### src/multiplexed_servo_pulse_sequencer_macros.svh
// ----------------------------------------------------------------------------
// Servo sequencer assertion macros
// Shared concurrent assertion shorthands, all clocked on the rising edge and
// muted while reset is held.
// ----------------------------------------------------------------------------
`ifndef MULTIPLEXED_SERVO_PULSE_SEQUENCER_MACROS_SVH
`define MULTIPLEXED_SERVO_PULSE_SEQUENCER_MACROS_SVH

// Condition that must hold at every edge
`define MSPS_ASSERT_ALWAYS(lbl, clk, rst_n, cond) \
    lbl: assert property (@(posedge clk) disable iff (!rst_n) (cond)) \
        else $error("servo sequencer invariant violated");

// Antecedent implies consequent in the same cycle
`define MSPS_ASSERT_SAME(lbl, clk, rst_n, ante, cons) \
    lbl: assert property (@(posedge clk) disable iff (!rst_n) (ante) |-> (cons)) \
        else $error("servo sequencer same-cycle check failed");

// Antecedent implies consequent in the next cycle
`define MSPS_ASSERT_NEXT(lbl, clk, rst_n, ante, cons) \
    lbl: assert property (@(posedge clk) disable iff (!rst_n) (ante) |=> (cons)) \
        else $error("servo sequencer next-cycle check failed");

`endif

### src/msps_pkg.sv
// ----------------------------------------------------------------------------
// Servo sequencer package
// Field widths, reset values, codes and shared types of the servo sequencer.
// ----------------------------------------------------------------------------
package msps_pkg;

    // field widths
    localparam int POS_W     = 15;
    localparam int CHAN_W    = 3;
    localparam int TICK_W    = 8;
    localparam int SLOT_W    = 8;
    localparam int PIN_OUT_W = 5;
    localparam int CFG_IDX_W = 1;

    // defaults and constants
    localparam int             SERVO_COUNT_DEF = 5;
    localparam logic [SLOT_W-1:0] GAP_SLOTS    = 8'd25;
    localparam logic [SLOT_W-1:0] SLOT_RESET   = 8'd1;
    localparam logic [POS_W-1:0]  POS_RESET    = 15'h0400;
    localparam logic [POS_W-1:0]  POS_MIN_RESET = 15'd256;
    localparam logic [POS_W-1:0]  POS_MAX_RESET = 15'd32767;

    // configuration register indexes
    localparam logic [CFG_IDX_W-1:0] CFG_POS_MIN = 1'b0;
    localparam logic [CFG_IDX_W-1:0] CFG_POS_MAX = 1'b1;

    // action codes
    localparam logic ACT_TICK  = 1'b0;
    localparam logic ACT_WRITE = 1'b1;

    // per-cycle control of the processing stage
    typedef struct packed {
        logic fire;
        logic tick;
        logic write;
    } t_item_ctl;

endpackage

### src/multiplexed_servo_pulse_sequencer.sv
// ----------------------------------------------------------------------------
// Multiplexed servo pulse sequencer
// Input words (tick or position write) enter on a valid/ready channel; each
// word yields one result word (pin levels, read back) on a second one.
// A word passes an input register, then the state update and the result
// register. One word is taken every cycle while not stalled; the rate is set
// by the update of the counters and the two-port position RAM. A full result
// register stalls the input register only when the receiver holds ready low;
// words wait and none is dropped. Configuration writes (position_min,
// position_max) take effect at once and are issued while idle, a rule on the
// user that the block does not enforce. Reset clears counters, pins and all
// valid bits, so every position reads 1024 until written; no clearing pass.
// ----------------------------------------------------------------------------
`include "multiplexed_servo_pulse_sequencer_macros.svh"

module multiplexed_servo_pulse_sequencer #(
    parameter int SERVO_COUNT = msps_pkg::SERVO_COUNT_DEF
) (
    input  logic                           i_clk,
    input  logic                           i_rst_n,
    // input channel
    input  logic                           i_in_valid,
    output logic                           o_in_ready,
    input  logic                           i_action,
    input  logic [msps_pkg::CHAN_W-1:0]    i_channel,
    input  logic [msps_pkg::POS_W-1:0]     i_position,
    // result channel
    output logic                           o_out_valid,
    input  logic                           i_out_ready,
    output logic [msps_pkg::PIN_OUT_W-1:0] o_pulse_pins,
    output logic [msps_pkg::POS_W-1:0]     o_position_read,
    // configuration
    input  logic                           i_cfg_we,
    input  logic [msps_pkg::CFG_IDX_W-1:0] i_cfg_index,
    input  logic [msps_pkg::POS_W-1:0]     i_cfg_data
);

    localparam int ACT_W = $clog2(SERVO_COUNT + 1);
    localparam int PW    = msps_pkg::POS_W;
    localparam int OW    = msps_pkg::PIN_OUT_W;

    logic                        r_in_valid;
    logic                        r_action;
    logic [msps_pkg::CHAN_W-1:0] r_channel;
    logic [PW-1:0]               r_position;
    logic                        r_out_valid;
    logic [OW-1:0]               r_out_pins;
    logic [PW-1:0]               r_out_read;
    logic [PW-1:0]               r_pos_min;
    logic [PW-1:0]               r_pos_max;
    logic                        fire;
    logic                        accept;
    msps_pkg::t_item_ctl         ctl;
    logic [ACT_W-1:0]            active_next;
    logic [SERVO_COUNT-1:0]      pins_next;
    logic [PW-1:0]               active_pos;
    logic [PW-1:0]               readback;
    logic [OW-1:0]               pins_out;

    // handshake
    assign fire       = r_in_valid && (!r_out_valid || i_out_ready);
    assign o_in_ready = !r_in_valid || fire;
    assign accept     = i_in_valid && o_in_ready;

    assign ctl.fire  = fire;
    assign ctl.tick  = (r_action == msps_pkg::ACT_TICK);
    assign ctl.write = (r_action == msps_pkg::ACT_WRITE);

    // configuration registers
    always_ff @(posedge i_clk) begin
        if (!i_rst_n) begin
            r_pos_min <= msps_pkg::POS_MIN_RESET;
            r_pos_max <= msps_pkg::POS_MAX_RESET;
        end else if (i_cfg_we) begin
            case (i_cfg_index)
                msps_pkg::CFG_POS_MIN: r_pos_min <= i_cfg_data;
                msps_pkg::CFG_POS_MAX: r_pos_max <= i_cfg_data;
                default: ;
            endcase
        end
    end

    // input register
    always_ff @(posedge i_clk) begin
        if (!i_rst_n) begin
            r_in_valid <= 1'b0;
        end else if (accept) begin
            r_in_valid <= 1'b1;
        end else if (fire) begin
            r_in_valid <= 1'b0;
        end
    end

    always_ff @(posedge i_clk) begin
        if (accept) begin
            r_action   <= i_action;
            r_channel  <= i_channel;
            r_position <= i_position;
        end
    end

    msps_seq #(
        .SERVO_COUNT (SERVO_COUNT)
    ) u_seq (
        .i_clk         (i_clk),
        .i_rst_n       (i_rst_n),
        .i_ctl         (ctl),
        .i_active_pos  (active_pos),
        .o_active_next (active_next),
        .o_pins_next   (pins_next)
    );

    msps_store #(
        .SERVO_COUNT (SERVO_COUNT)
    ) u_store (
        .i_clk         (i_clk),
        .i_rst_n       (i_rst_n),
        .i_accept      (accept),
        .i_in_channel  (i_channel),
        .i_ctl         (ctl),
        .i_channel     (r_channel),
        .i_position    (r_position),
        .i_pos_min     (r_pos_min),
        .i_pos_max     (r_pos_max),
        .i_active_next (active_next),
        .o_readback    (readback),
        .o_active_pos  (active_pos)
    );

    // map internal pins onto the output width
    for (genvar g = 0; g < OW; g++) begin : g_pin
        if (g < SERVO_COUNT) begin : g_used
            assign pins_out[g] = pins_next[g];
        end else begin : g_unused
            assign pins_out[g] = 1'b0;
        end
    end

    // result register
    always_ff @(posedge i_clk) begin
        if (!i_rst_n) begin
            r_out_valid <= 1'b0;
        end else if (fire) begin
            r_out_valid <= 1'b1;
        end else if (i_out_ready) begin
            r_out_valid <= 1'b0;
        end
    end

    always_ff @(posedge i_clk) begin
        if (fire) begin
            r_out_pins <= pins_out;
            r_out_read <= readback;
        end
    end

    assign o_out_valid     = r_out_valid;
    assign o_pulse_pins    = r_out_pins;
    assign o_position_read = r_out_read;

    // checks
    `MSPS_ASSERT_NEXT(a_held_word_kept, i_clk, i_rst_n, r_in_valid && !fire, r_in_valid)
    `MSPS_ASSERT_SAME(a_stall_cause, i_clk, i_rst_n, !o_in_ready, r_out_valid && !i_out_ready)
    `MSPS_ASSERT_ALWAYS(a_one_pin_high, i_clk, i_rst_n, $onehot0(pins_next))

endmodule

### src/msps_ram.sv
// ----------------------------------------------------------------------------
// Generic RAM
// One write port, two read ports with registered read data.
// ----------------------------------------------------------------------------
module msps_ram #(
    parameter int WIDTH = 15,
    parameter int DEPTH = 5,
    localparam int AW   = (DEPTH > 1) ? $clog2(DEPTH) : 1
) (
    input  logic             i_clk,
    input  logic             i_we,
    input  logic [AW-1:0]    i_waddr,
    input  logic [WIDTH-1:0] i_wdata,
    input  logic             i_re_a,
    input  logic [AW-1:0]    i_raddr_a,
    output logic [WIDTH-1:0] o_rdata_a,
    input  logic             i_re_b,
    input  logic [AW-1:0]    i_raddr_b,
    output logic [WIDTH-1:0] o_rdata_b
);

    logic [WIDTH-1:0] r_mem [DEPTH];
    logic [WIDTH-1:0] r_rdata_a;
    logic [WIDTH-1:0] r_rdata_b;

    // write port
    always_ff @(posedge i_clk) begin
        if (i_we) begin
            r_mem[i_waddr] <= i_wdata;
        end
    end

    // registered reads, old data on a same-address write
    always_ff @(posedge i_clk) begin
        if (i_re_a) begin
            r_rdata_a <= r_mem[i_raddr_a];
        end
        if (i_re_b) begin
            r_rdata_b <= r_mem[i_raddr_b];
        end
    end

    assign o_rdata_a = r_rdata_a;
    assign o_rdata_b = r_rdata_b;

endmodule

### src/msps_store.sv
// ----------------------------------------------------------------------------
// Servo position store
// Clamps written positions, keeps them in RAM with per-entry valid bits and
// serves the addressed read back and the active servo's position.
// ----------------------------------------------------------------------------
module msps_store #(
    parameter int SERVO_COUNT = msps_pkg::SERVO_COUNT_DEF,
    localparam int ACT_W  = $clog2(SERVO_COUNT + 1),
    localparam int ADDR_W = (SERVO_COUNT > 1) ? $clog2(SERVO_COUNT) : 1
) (
    input  logic                        i_clk,
    input  logic                        i_rst_n,
    input  logic                        i_accept,
    input  logic [msps_pkg::CHAN_W-1:0] i_in_channel,
    input  msps_pkg::t_item_ctl         i_ctl,
    input  logic [msps_pkg::CHAN_W-1:0] i_channel,
    input  logic [msps_pkg::POS_W-1:0]  i_position,
    input  logic [msps_pkg::POS_W-1:0]  i_pos_min,
    input  logic [msps_pkg::POS_W-1:0]  i_pos_max,
    input  logic [ACT_W-1:0]            i_active_next,
    output logic [msps_pkg::POS_W-1:0]  o_readback,
    output logic [msps_pkg::POS_W-1:0]  o_active_pos
);

    localparam int PW    = msps_pkg::POS_W;
    // one bit above the channel code so a full set of eight servos compares
    localparam int CMP_W = msps_pkg::CHAN_W + 1;

    logic [SERVO_COUNT-1:0] r_vld;
    logic [ADDR_W-1:0]      addr_a;
    logic [ADDR_W-1:0]      addr_b;
    logic [ADDR_W-1:0]      waddr;
    logic                   we;
    logic                   stage_in_range;
    logic [PW-1:0]          capped;
    logic [PW-1:0]          clamped;
    logic [PW-1:0]          rdata_a;
    logic [PW-1:0]          rdata_b;
    logic                   r_a_hit;
    logic                   r_a_vld;
    logic [PW-1:0]          r_a_fwd;
    logic                   r_b_hit;
    logic                   r_b_vld;
    logic [PW-1:0]          r_b_fwd;
    logic [PW-1:0]          stored_a;

    // clamp: maximum first, minimum wins
    assign capped  = (i_position > i_pos_max) ? i_pos_max : i_position;
    assign clamped = (capped < i_pos_min) ? i_pos_min : capped;

    // write only in-range channels
    assign stage_in_range = (CMP_W'(i_channel) < CMP_W'(SERVO_COUNT));
    assign we    = i_ctl.fire && i_ctl.write && stage_in_range;
    assign waddr = i_channel[ADDR_W-1:0];

    // read addresses, out-of-range codes fold to entry zero
    assign addr_a = (CMP_W'(i_in_channel) < CMP_W'(SERVO_COUNT)) ?
                    i_in_channel[ADDR_W-1:0] : '0;
    assign addr_b = (i_active_next < ACT_W'(SERVO_COUNT)) ?
                    i_active_next[ADDR_W-1:0] : '0;

    msps_ram #(
        .WIDTH (PW),
        .DEPTH (SERVO_COUNT)
    ) u_ram (
        .i_clk     (i_clk),
        .i_we      (we),
        .i_waddr   (waddr),
        .i_wdata   (clamped),
        .i_re_a    (i_accept),
        .i_raddr_a (addr_a),
        .o_rdata_a (rdata_a),
        .i_re_b    (1'b1),
        .i_raddr_b (addr_b),
        .o_rdata_b (rdata_b)
    );

    // mark written entries
    always_ff @(posedge i_clk) begin
        if (!i_rst_n) begin
            r_vld <= '0;
        end else if (we) begin
            r_vld[waddr] <= 1'b1;
        end
    end

    // capture valid bit and forward a same-edge write for each read
    always_ff @(posedge i_clk) begin
        if (!i_rst_n) begin
            r_a_hit <= 1'b0;
            r_a_vld <= 1'b0;
            r_b_hit <= 1'b0;
            r_b_vld <= 1'b0;
        end else begin
            if (i_accept) begin
                r_a_hit <= we && (waddr == addr_a);
                r_a_vld <= r_vld[addr_a];
            end
            r_b_hit <= we && (waddr == addr_b);
            r_b_vld <= r_vld[addr_b];
        end
    end

    always_ff @(posedge i_clk) begin
        if (i_accept) begin
            r_a_fwd <= clamped;
        end
        r_b_fwd <= clamped;
    end

    assign stored_a = r_a_hit ? r_a_fwd : (r_a_vld ? rdata_a : msps_pkg::POS_RESET);
    assign o_active_pos = r_b_hit ? r_b_fwd :
                          (r_b_vld ? rdata_b : msps_pkg::POS_RESET);

    // read back after this item
    always_comb begin
        if (!stage_in_range) begin
            o_readback = '0;
        end else if (we) begin
            o_readback = clamped;
        end else begin
            o_readback = stored_a;
        end
    end

endmodule

### src/msps_seq.sv
// ----------------------------------------------------------------------------
// Servo slot sequencer
// Tick and slot counters, active servo index and pin levels.
// ----------------------------------------------------------------------------
module msps_seq #(
    parameter int SERVO_COUNT = msps_pkg::SERVO_COUNT_DEF,
    localparam int ACT_W  = $clog2(SERVO_COUNT + 1),
    localparam int ADDR_W = (SERVO_COUNT > 1) ? $clog2(SERVO_COUNT) : 1
) (
    input  logic                       i_clk,
    input  logic                       i_rst_n,
    input  msps_pkg::t_item_ctl        i_ctl,
    input  logic [msps_pkg::POS_W-1:0] i_active_pos,
    output logic [ACT_W-1:0]           o_active_next,
    output logic [SERVO_COUNT-1:0]     o_pins_next
);

    localparam int TW = msps_pkg::TICK_W;
    localparam int SW = msps_pkg::SLOT_W;

    logic [TW-1:0]          r_tick;
    logic [TW-1:0]          n_tick;
    logic [SW-1:0]          r_slot;
    logic [SW-1:0]          n_slot;
    logic [ACT_W-1:0]       r_active;
    logic [ACT_W-1:0]       n_active;
    logic [SERVO_COUNT-1:0] r_pins;
    logic [SERVO_COUNT-1:0] n_pins;
    logic [TW-1:0]          tick_inc;
    logic [SW-1:0]          slot_dec;
    logic [ACT_W-1:0]       prev_active;
    logic [TW-1:0]          pos_low;
    logic [SW-1:0]          pos_slots;

    assign tick_inc    = r_tick + TW'(1);
    assign slot_dec    = r_slot - SW'(1);
    assign prev_active = r_active - ACT_W'(1);
    assign pos_low     = i_active_pos[TW-1:0];
    assign pos_slots   = SW'(i_active_pos[msps_pkg::POS_W-1:TW]);

    // advance counters on a tick item
    always_comb begin
        n_tick   = r_tick;
        n_slot   = r_slot;
        n_active = r_active;
        n_pins   = r_pins;
        if (i_ctl.fire && i_ctl.tick) begin
            n_tick = tick_inc;
            if (tick_inc == '0) begin
                n_slot = slot_dec;
                // slot expired: zero or negative
                if ((slot_dec == '0) || slot_dec[SW-1]) begin
                    if (r_active < ACT_W'(SERVO_COUNT)) begin
                        if (r_active != '0) begin
                            n_pins[prev_active[ADDR_W-1:0]] = 1'b0;
                        end
                        n_pins[r_active[ADDR_W-1:0]] = 1'b1;
                        if (pos_low != '0) begin
                            n_tick = TW'(0) - pos_low;
                            n_slot = pos_slots;
                        end else begin
                            n_tick = '0;
                            n_slot = pos_slots - SW'(1);
                        end
                        n_active = r_active + ACT_W'(1);
                    end else begin
                        // gap after the last servo
                        n_pins[SERVO_COUNT-1] = 1'b0;
                        n_slot   = msps_pkg::GAP_SLOTS;
                        n_active = '0;
                    end
                end
            end
        end
    end

    always_ff @(posedge i_clk) begin
        if (!i_rst_n) begin
            r_tick   <= '0;
            r_slot   <= msps_pkg::SLOT_RESET;
            r_active <= '0;
            r_pins   <= '0;
        end else begin
            r_tick   <= n_tick;
            r_slot   <= n_slot;
            r_active <= n_active;
            r_pins   <= n_pins;
        end
    end

    assign o_active_next = n_active;
    assign o_pins_next   = n_pins;

endmodule
### config.mk
export PLATFORM = sky130hd
export DESIGN_NAME = multiplexed_servo_pulse_sequencer
export DESIGN_NICKNAME = d
export VERILOG_FILES = /design/src/msps_pkg.sv /design/src/multiplexed_servo_pulse_sequencer.sv /design/src/msps_ram.sv /design/src/msps_store.sv /design/src/msps_seq.sv
export VERILOG_INCLUDE_DIRS = /design/src /design/src/src
export SDC_FILE = /design/constraint.sdc
export NUM_CORES = 1
export LEC_CHECK = 0
export ABC_AREA = 1
export ABC_CLOCK_PERIOD_IN_PS = 6050
export BUFFER_PORTS_ARGS = -buffer_cell sky130_fd_sc_hd__buf_2
export CORE_MARGIN = 3
export CORE_UTILIZATION = 55
export DETAILED_ROUTE_END_ITERATION = 10
export PLACE_DENSITY = 0.72
export SETUP_SLACK_MARGIN = 0.5
export SLEW_MARGIN = 30
export SYNTH_ARGS = -nofsm -noshare
export SYNTH_HDL_FRONTEND = slang
export SYNTH_SLANG_ARGS = --single-unit
### constraint.sdc
create_clock -name i_clk -period 6.05 [get_ports i_clk]
set_input_delay 0.605 -clock i_clk [delete_from_list [all_inputs] [get_ports i_clk]]
set_output_delay 0.605 -clock i_clk [all_outputs]
set_load 0.01 [all_outputs]
==> summary.md, run 1 <==
| Metric | Value |
|---|---|
| Total chip power | `3.92 mW` |
| Post-synth EDFFs | `144` |
| Vias in the first global route | `8706` |
| Ant. Diodes | `0` |
| Tot GR Track Use | `26.4%` |
| DR vias/cell | `5.72` |
| Vias | `9450` |
| Die height | `151 microns` |
| Routed WL | `30.4 mm` |
| Drt initial violations | `795` |
| Syn nets | `1388` |
| First-pass GRT wire length | `47.1 mm` |
| Critical path fanouts, max | `29` |
| DIE AREA | `22900 sq um` |
| Async set or reset register ratio after synthesis | `0%` |
| Post-synthesis cell area | `11600 sq um` |
| Starting density of the core | `56.8%` |
| Antenna Violating Nets Remaining | `0` |
| Post-CTS Hold Buffers | `0` |
| WL met3 | `2.88 mm` |
| Worst R2R Setup Slack | `1.11 ns` |
| Synthesized area per cell | `8.88 sq um` |
| Clk_skew | `0.0132 ns` |
| Count of nets after finishing | `1441` |
| Routability cong. | `0.845` |
| DRC violations left | `0` |
| Port bufs | `61` |
| Synth top area cells | `edfxtp_1, dfxtp_1, nand2_1` |
| Slowest cell on crit path | `nand2_1` |
| Clk root buf | `clkbuf_16` |
| Distinct cells, synth | `57` |
| Maximum buffer depth of the clock tree | `3` |
| Area leader, netlist | `edfxtp_1` |
| Commonest cells post-synth | `nand2_1, inv_1, edfxtp_1` |
| Met1 Wirelength | `13.0 mm` |
| Peak Freq | `202 MHz` |
| Row Count | `52` |
| RSZ-0062 raised after global routing | `no` |
| Maximum vdd drop | `0.201 mV` |
| Worst slew pin tran | `1.03 ns` |
| Worst path arrival time | `5.15 ns` |
| CTS Buf Count | `26` |
| Tmin final | `4.94 ns` |
| Initial antenna violation count | `0` |
| Power Dens Cells | `300 nW/um^2` |
| Most frequent CP cell | `nand2_1` |
| Period utilization | `81.7%` |
| Critical Path End Type | `flip-flop` |
| Layout area overhead | `12.1%` |
| Post_cts resized | `0` |
| Core Area | `20500 sq um` |
| Hold Fails Final Rpt | `0` |
| WHS | `0.254 ns` |
| Required @ worst endpoint | `6.26 ns` |
| Crit path kind | `reg2reg` |
| CP startpoint kind | `flip-flop` |
| Wire length per cell | `18.4 microns` |
| Leakage power | `5.71 nW` |
| Post-layout util | `63.6%` |
| Share of cells above drive strength 1 | `12.5%` |
| 1st-pass router iterations | `5` |
| Slew Viols, Final | `0` |
| Min-Delay Path Class | `in2reg` |
| Slew headroom | `31.1%` |
| Max-cap check violation count | `0` |
| Mapped Cells | `1310` |
| Grt ovf | `0` |
| Clk_lat worst skew | `0.53 ns` |
| Die X | `151 microns` |
| Final HPWL DP | `19.7 mm` |
| Seq/Total Area, Yosys | `53.5%` |
| Number of top-level pins | `62` |
| Clock Sinks | `239` |
| Main flop type after synthesis | `edfxtp_1` |
| Pin count of the biggest net entering global routing | `52` |
| DR WL met2 | `13.5 mm` |
| H-tree Lvls | `1` |
| Setup tns final | `0 ns` |
| Synthesis warning total | `0` |
| Uppermost layer routed | `met4` |
| Worst-path clk slew | `0.06 ns` |
| Status | `completed` |
| Synthesis-stage register bit count | `239` |
| Setup Buffers After CTS | `0` |
| Final setup fails | `0` |
| Top-count cell post-synth | `nand2_1` |
| Top-area cell type share of the netlist area | `37.2%` |
| Crit path cell chain | `ha_1 -> nand2_1 -> nor2_1 -> nand3_1 -> nor2_1 -> nand2_1 -> nand2_1 -> nand2_1 -> o21ai_0 -> ha_1 -> a21oi_1 -> nor2_1 -> a211oi_1 -> nand2_1 -> nand2_1 -> nand2_1 -> nand2_1 -> nand2_1` |
| CTS tree | `yes` |
| Crit-path max cell delay | `0.51 ns` |
sequential cells by signal, indices dropped and copies added, names as in the netlist, 8 cells and up:
name	cells
o_position_read	15
r_pos_max	15
r_pos_min	15
r_position	15
u_seq.r_slot	8
u_seq.r_tick	8
u_store.r_a_fwd	15
u_store.r_b_fwd	15
u_store.u_ram.o_rdata_a	15
u_store.u_ram.o_rdata_b	15
u_store.u_ram.r_mem	75
critical path, delay by kind of cell, from the launching register on:
kind                       cells  cell delay, ns
AOI/OAI and AO/OA              3            0.80
adders and majority gates      2            0.62
DFF                            1            0.39
and+or+nand+nor               13            2.81
cell families after synthesis:
group	count (synthesis)	synth area share, %
xor gates and xnor gates	16	1.27
and+or+nand+nor	554	21.2
adders and majority gates	38	4.09
AOI/OAI and AO/OA	249	12.4
buffers and inverters	214	7.50
DFF	239	53.5
worst paths after layout:
check	startpoint	to	depth (start not counted)
worst max register to register	r_position[14]	u_store.u_ram.r_mem[4][13]	18
worst min-delay path	i_position[1]	r_position[1]	1
worst max-delay path	r_position[14]	u_store.u_ram.r_mem[4][13]	18
worst min register to register	u_store.r_vld[3]	u_store.r_vld[3]	2
placed cells by master (no fill, tap or decap), drive strengths merged, types with 3 or more instances in the layout:
master,instances
nand2,334
inv,161
edfxtp,144
nor2,111
dfxtp,95
a21oi,90
o21ai,81
buf,75
nand3,74
ha,38
clkbuf,36
a31oi,22
a22oi,21
o211ai,17
nand4,15
xor2,13
clkinv,12
nor3,12
a211oi,4
xnor2,3
o221ai,3
bufinv,3
power breakdown:
part,switching (mW),internal [mW]
Clock,0.637,0.993
Combinational,0.275,0.106
Sequential,0.0383,1.87
Total,0.950,2.97
metal layers:
layer | track usage (%) | up-vias
li1 | - | 4514
met5 | 0 | -
met2 | 40.5 | 446
met1 | 38.6 | 4426
met4 | 9.11 | 0
met3 | 3.90 | 64
per-stage QoR:
stage          instance area [sq um]  worst slack, ns  std cells
2_1_floorplan                  11600             2.43       1310
3_3_place_gp                   12200             1.30       1605
3_5_place_dp                   12200             1.26       1605
4_1_cts                        13000             1.21       1653
5_1_grt                        13000            0.566       1653
6_report                       13000             1.11       1653
cell type report:
cell class	instances	area, sq um
fill	1706	7450
clock inverter	12	134
multi-input combinational	857	4560
clock buffer	36	751
inverter	164	621
sequential	239	6230
timing repair buffer	75	410
tap	270	338
No activity file was read; power rests on OpenSTA's default activity.
==> inputs of run 2 (changes only) <==
Settings changed: ABC_CLOCK_PERIOD_IN_PS 6050 to 5000.
Clock period 6.05 ns to 5 ns, I/O delays scaled along.
==> summary.md, run 2 (synthesized netlist as in run 1, its figures left out) <==
| Metric | Value |
|---|---|
| Routability cong. | `0.880 (+4.1%)` |
| Power Dens Cells | `349 nW/um^2 (+16%)` |
| Required @ worst endpoint | `5.23 ns (-1.03 ns)` |
| Ant. Diodes | `0 (unchanged)` |
| M3 GR Usage | `4.79% (+0.89 points)` |
| Post_cts resized | `0 (unchanged)` |
| Worst slew pin tran | `0.953 ns (-0.0778 ns)` |
| Drt initial violations | `1047 (+32%)` |
| Starting density of the core | `56.8% (unchanged)` |
| Met1 Usage GRT | `37.9% (-0.68 points)` |
| Die X | `151 microns (unchanged)` |
| WP buf/inv | `3 (+3)` |
| Net switching power | `1.13 mW (+19%)` |
| Met2 usage | `40.1% (-0.36 points)` |
| Post-CTS Hold Buffers | `0 (unchanged)` |
| Clk_skew | `0.0167 ns (+0.00349 ns)` |
| FILL cells | `1702 (-0.23%)` |
| Leakage power | `5.67 nW (-0.74%)` |
| Slew headroom | `36.2% (+5.1 points)` |
| Setup tns final | `0 ns (unchanged)` |
| Maximum buffer depth of the clock tree | `3 (unchanged)` |
| Vias in the first global route | `8824 (+1.4%)` |
| Row Count | `52 (unchanged)` |
| Total chip power | `4.53 mW (+16%)` |
| Wire length per cell | `18.6 microns (+1.0%)` |
| Place WS | `1.07 ns (-0.189 ns)` |
| Number of top-level pins | `62 (unchanged)` |
| Critical Path End Type | `flip-flop` |
| Final setup fails | `0 (unchanged)` |
| DIE AREA | `22900 sq um (unchanged)` |
| CTS tree | `yes` |
| Share of cells above drive strength 1 | `12.3% (-0.18 points)` |
| Initial antenna violation count | `0 (unchanged)` |
| Slew Viols, Final | `0 (unchanged)` |
| Number of flip-flops in the largest register | `75 (unchanged)` |
| Worst path arrival time | `4.25 ns (-0.90 ns)` |
| Largest Register | `u_store.u_ram.r_mem` |
| Die height | `151 microns (unchanged)` |
| Most frequent CP cell | `nand2_1` |
| Clock network power share | `38.8% (-2.8 points)` |
| Status | `completed` |
| Min-Delay Path Class | `in2reg` |
| CTS Buf Count | `25 (-3.8%)` |
| Family with the most delay on the worst path | `simple AND/OR/NAND/NOR gates` |
| Internal | `3.40 mW (+15%)` |
| Sw Share | `24.9% (+0.65 points)` |
| Final HPWL DP | `20.4 mm (+3.5%)` |
| Worst-path clk slew | `0.06 ns (about the same)` |
| Layout area overhead | `11.5%` |
| Peak Freq | `248 MHz (+23%)` |
| Setup ws final | `0.974 ns (-0.136 ns)` |
| Most common cell after layout, fill and taps aside | `nand2_1` |
| Slowest cell on crit path | `edfxtp_1` |
| GR peak layer | `met2` |
| Max-cap check violation count | `0 (unchanged)` |
| Crit path cell chain | `ha_1 -> nand2_1 -> nor2_1 -> nand3_1 -> nor2_1 -> nand2_1 -> nand2_1 -> nand2_1 -> buf_4 -> o21ai_0 -> ha_1 -> nand2_1 -> inv_1 -> nand2_1 -> nand2_1 -> nand2_1 -> nand2_1 -> nand2_1 -> nand2_1 -> buf_4 -> nand2_1 -> nand2_1` |
| Port bufs | `61 (unchanged)` |
| Critical path fanouts, max | `17 (-41%)` |
| Hold Fails Final Rpt | `0 (unchanged)` |
| First-pass GRT wire length | `46.8 mm (-0.57%)` |
| Antenna Violating Nets Remaining | `0 (unchanged)` |
| Grt ovf | `0 (unchanged)` |
| Period utilization | `80.5% (-1.1 points)` |
| Crit-path max cell delay | `0.40 ns (-0.11 ns)` |
| H-tree Lvls | `1 (unchanged)` |
| DRC violations left | `0 (unchanged)` |
| Routed WL | `30.7 mm (+1.2%)` |
| Worst R2R Setup Slack | `0.97 ns (-0.14 ns)` |
| Tot GR Track Use | `26.5% (+0.085 points)` |
| Pin count of the biggest net entering global routing | `52 (unchanged)` |
| Crit path kind | `reg2reg` |
| Clock Sinks | `239 (unchanged)` |
| CP startpoint kind | `flip-flop` |
| RSZ-0062 raised after global routing | `no` |
| Clk root buf | `clkbuf_16` |
| 1st-pass router iterations | `5 (unchanged)` |
| Setup Buffers After CTS | `0 (unchanged)` |
| Commonest cells after routing, fill and taps aside | `nand2_1, inv_1, edfxtp_1` |
| DR vias/cell | `5.72 (about the same)` |
| Flop pwr share | `50.9% (+2.2 points)` |
| Clk_lat worst skew | `0.53 ns (about the same)` |
| Tmin final | `4.03 ns (-0.914 ns)` |
| Core Area | `20500 sq um (unchanged)` |
| Comb pwr share | `10.3% (+0.6 points)` |
| Maximum vdd drop | `0.280 mV (+40%)` |
| Count of nets after finishing | `1446 (+0.35%)` |
| Vias | `9480 (+0.32%)` |
-- run 2: worst paths after layout --
| check | start | endpoint | cells past startpoint |
|---|---|---|---|
| max reg2reg | r_position[14] | u_store.u_ram.r_mem[1][5] | 22 |
| max | r_position[14] | u_store.u_ram.r_mem[1][5] | 22 |
| min | i_position[1] | r_position[1] | 1 |
| min reg2reg | u_store.r_vld[3] | u_store.r_vld[3] | 2 |
-- run 2: worst reg2reg max path: cells and delay by family (launching register included) --
family / cells / cell delay (ns)
adders and majority gates: 2 / 0.65
buffers and inverters: 3 / 0.57
DFF: 1 / 0.40
AOI/OAI and AO/OA: 1 / 0.38
and+or+nand+nor: 16 / 1.71
-- run 2: through the flow --
stage / area (sq um) / hold slack [ns] / utilization [%] / std cells
after floorplan: 11600 / 0.440 / - / 1310
after global placement: 12200 / 0.449 / 59.5 / 1611
after detailed placement: 12200 / 0.462 / 59.5 / 1611
after CTS: 13000 / 0.133 / 63.3 / 1657
after global routing: 13000 / 0.134 / 63.3 / 1657
final: 13000 / 0.146 / 63.3 / 1657
-- run 2: layer usage --
metal	part of all wire, %	vias up
li1	-	4532
met1	42	4397
met2	44	472
met3	10	79
met4	3.8	0
met5	0	-
-- run 2: area by class of cell --
| class | instances | area [sq um] | area share, % |
|---|---|---|---|
| Sequential cell | 239 | 6230 | 48.0 |
| Clock buffer | 37 | 691 | 5.32 |
| Inverter | 164 | 621 | 4.78 |
| Timing Repair Buffer | 81 | 455 | 3.51 |
| Multi-Input combinational cell | 857 | 4560 | 35.2 |
| Clock inverter | 9 | 76.3 | 0.588 |
| Tap cell | 270 | 338 | 2.60 |
-- run 2: power by group through the flow --
stage | logic [mW] | registers (mW) | clock network (mW)
after floorplan | 0.298 | 2.33 | 0
after global placement | 0.447 | 2.35 | 0
after detailed placement | 0.459 | 2.35 | 0
after CTS | 0.461 | 2.31 | 1.78
after global routing | 0.526 | 2.31 | 1.85
final | 0.468 | 2.31 | 1.76
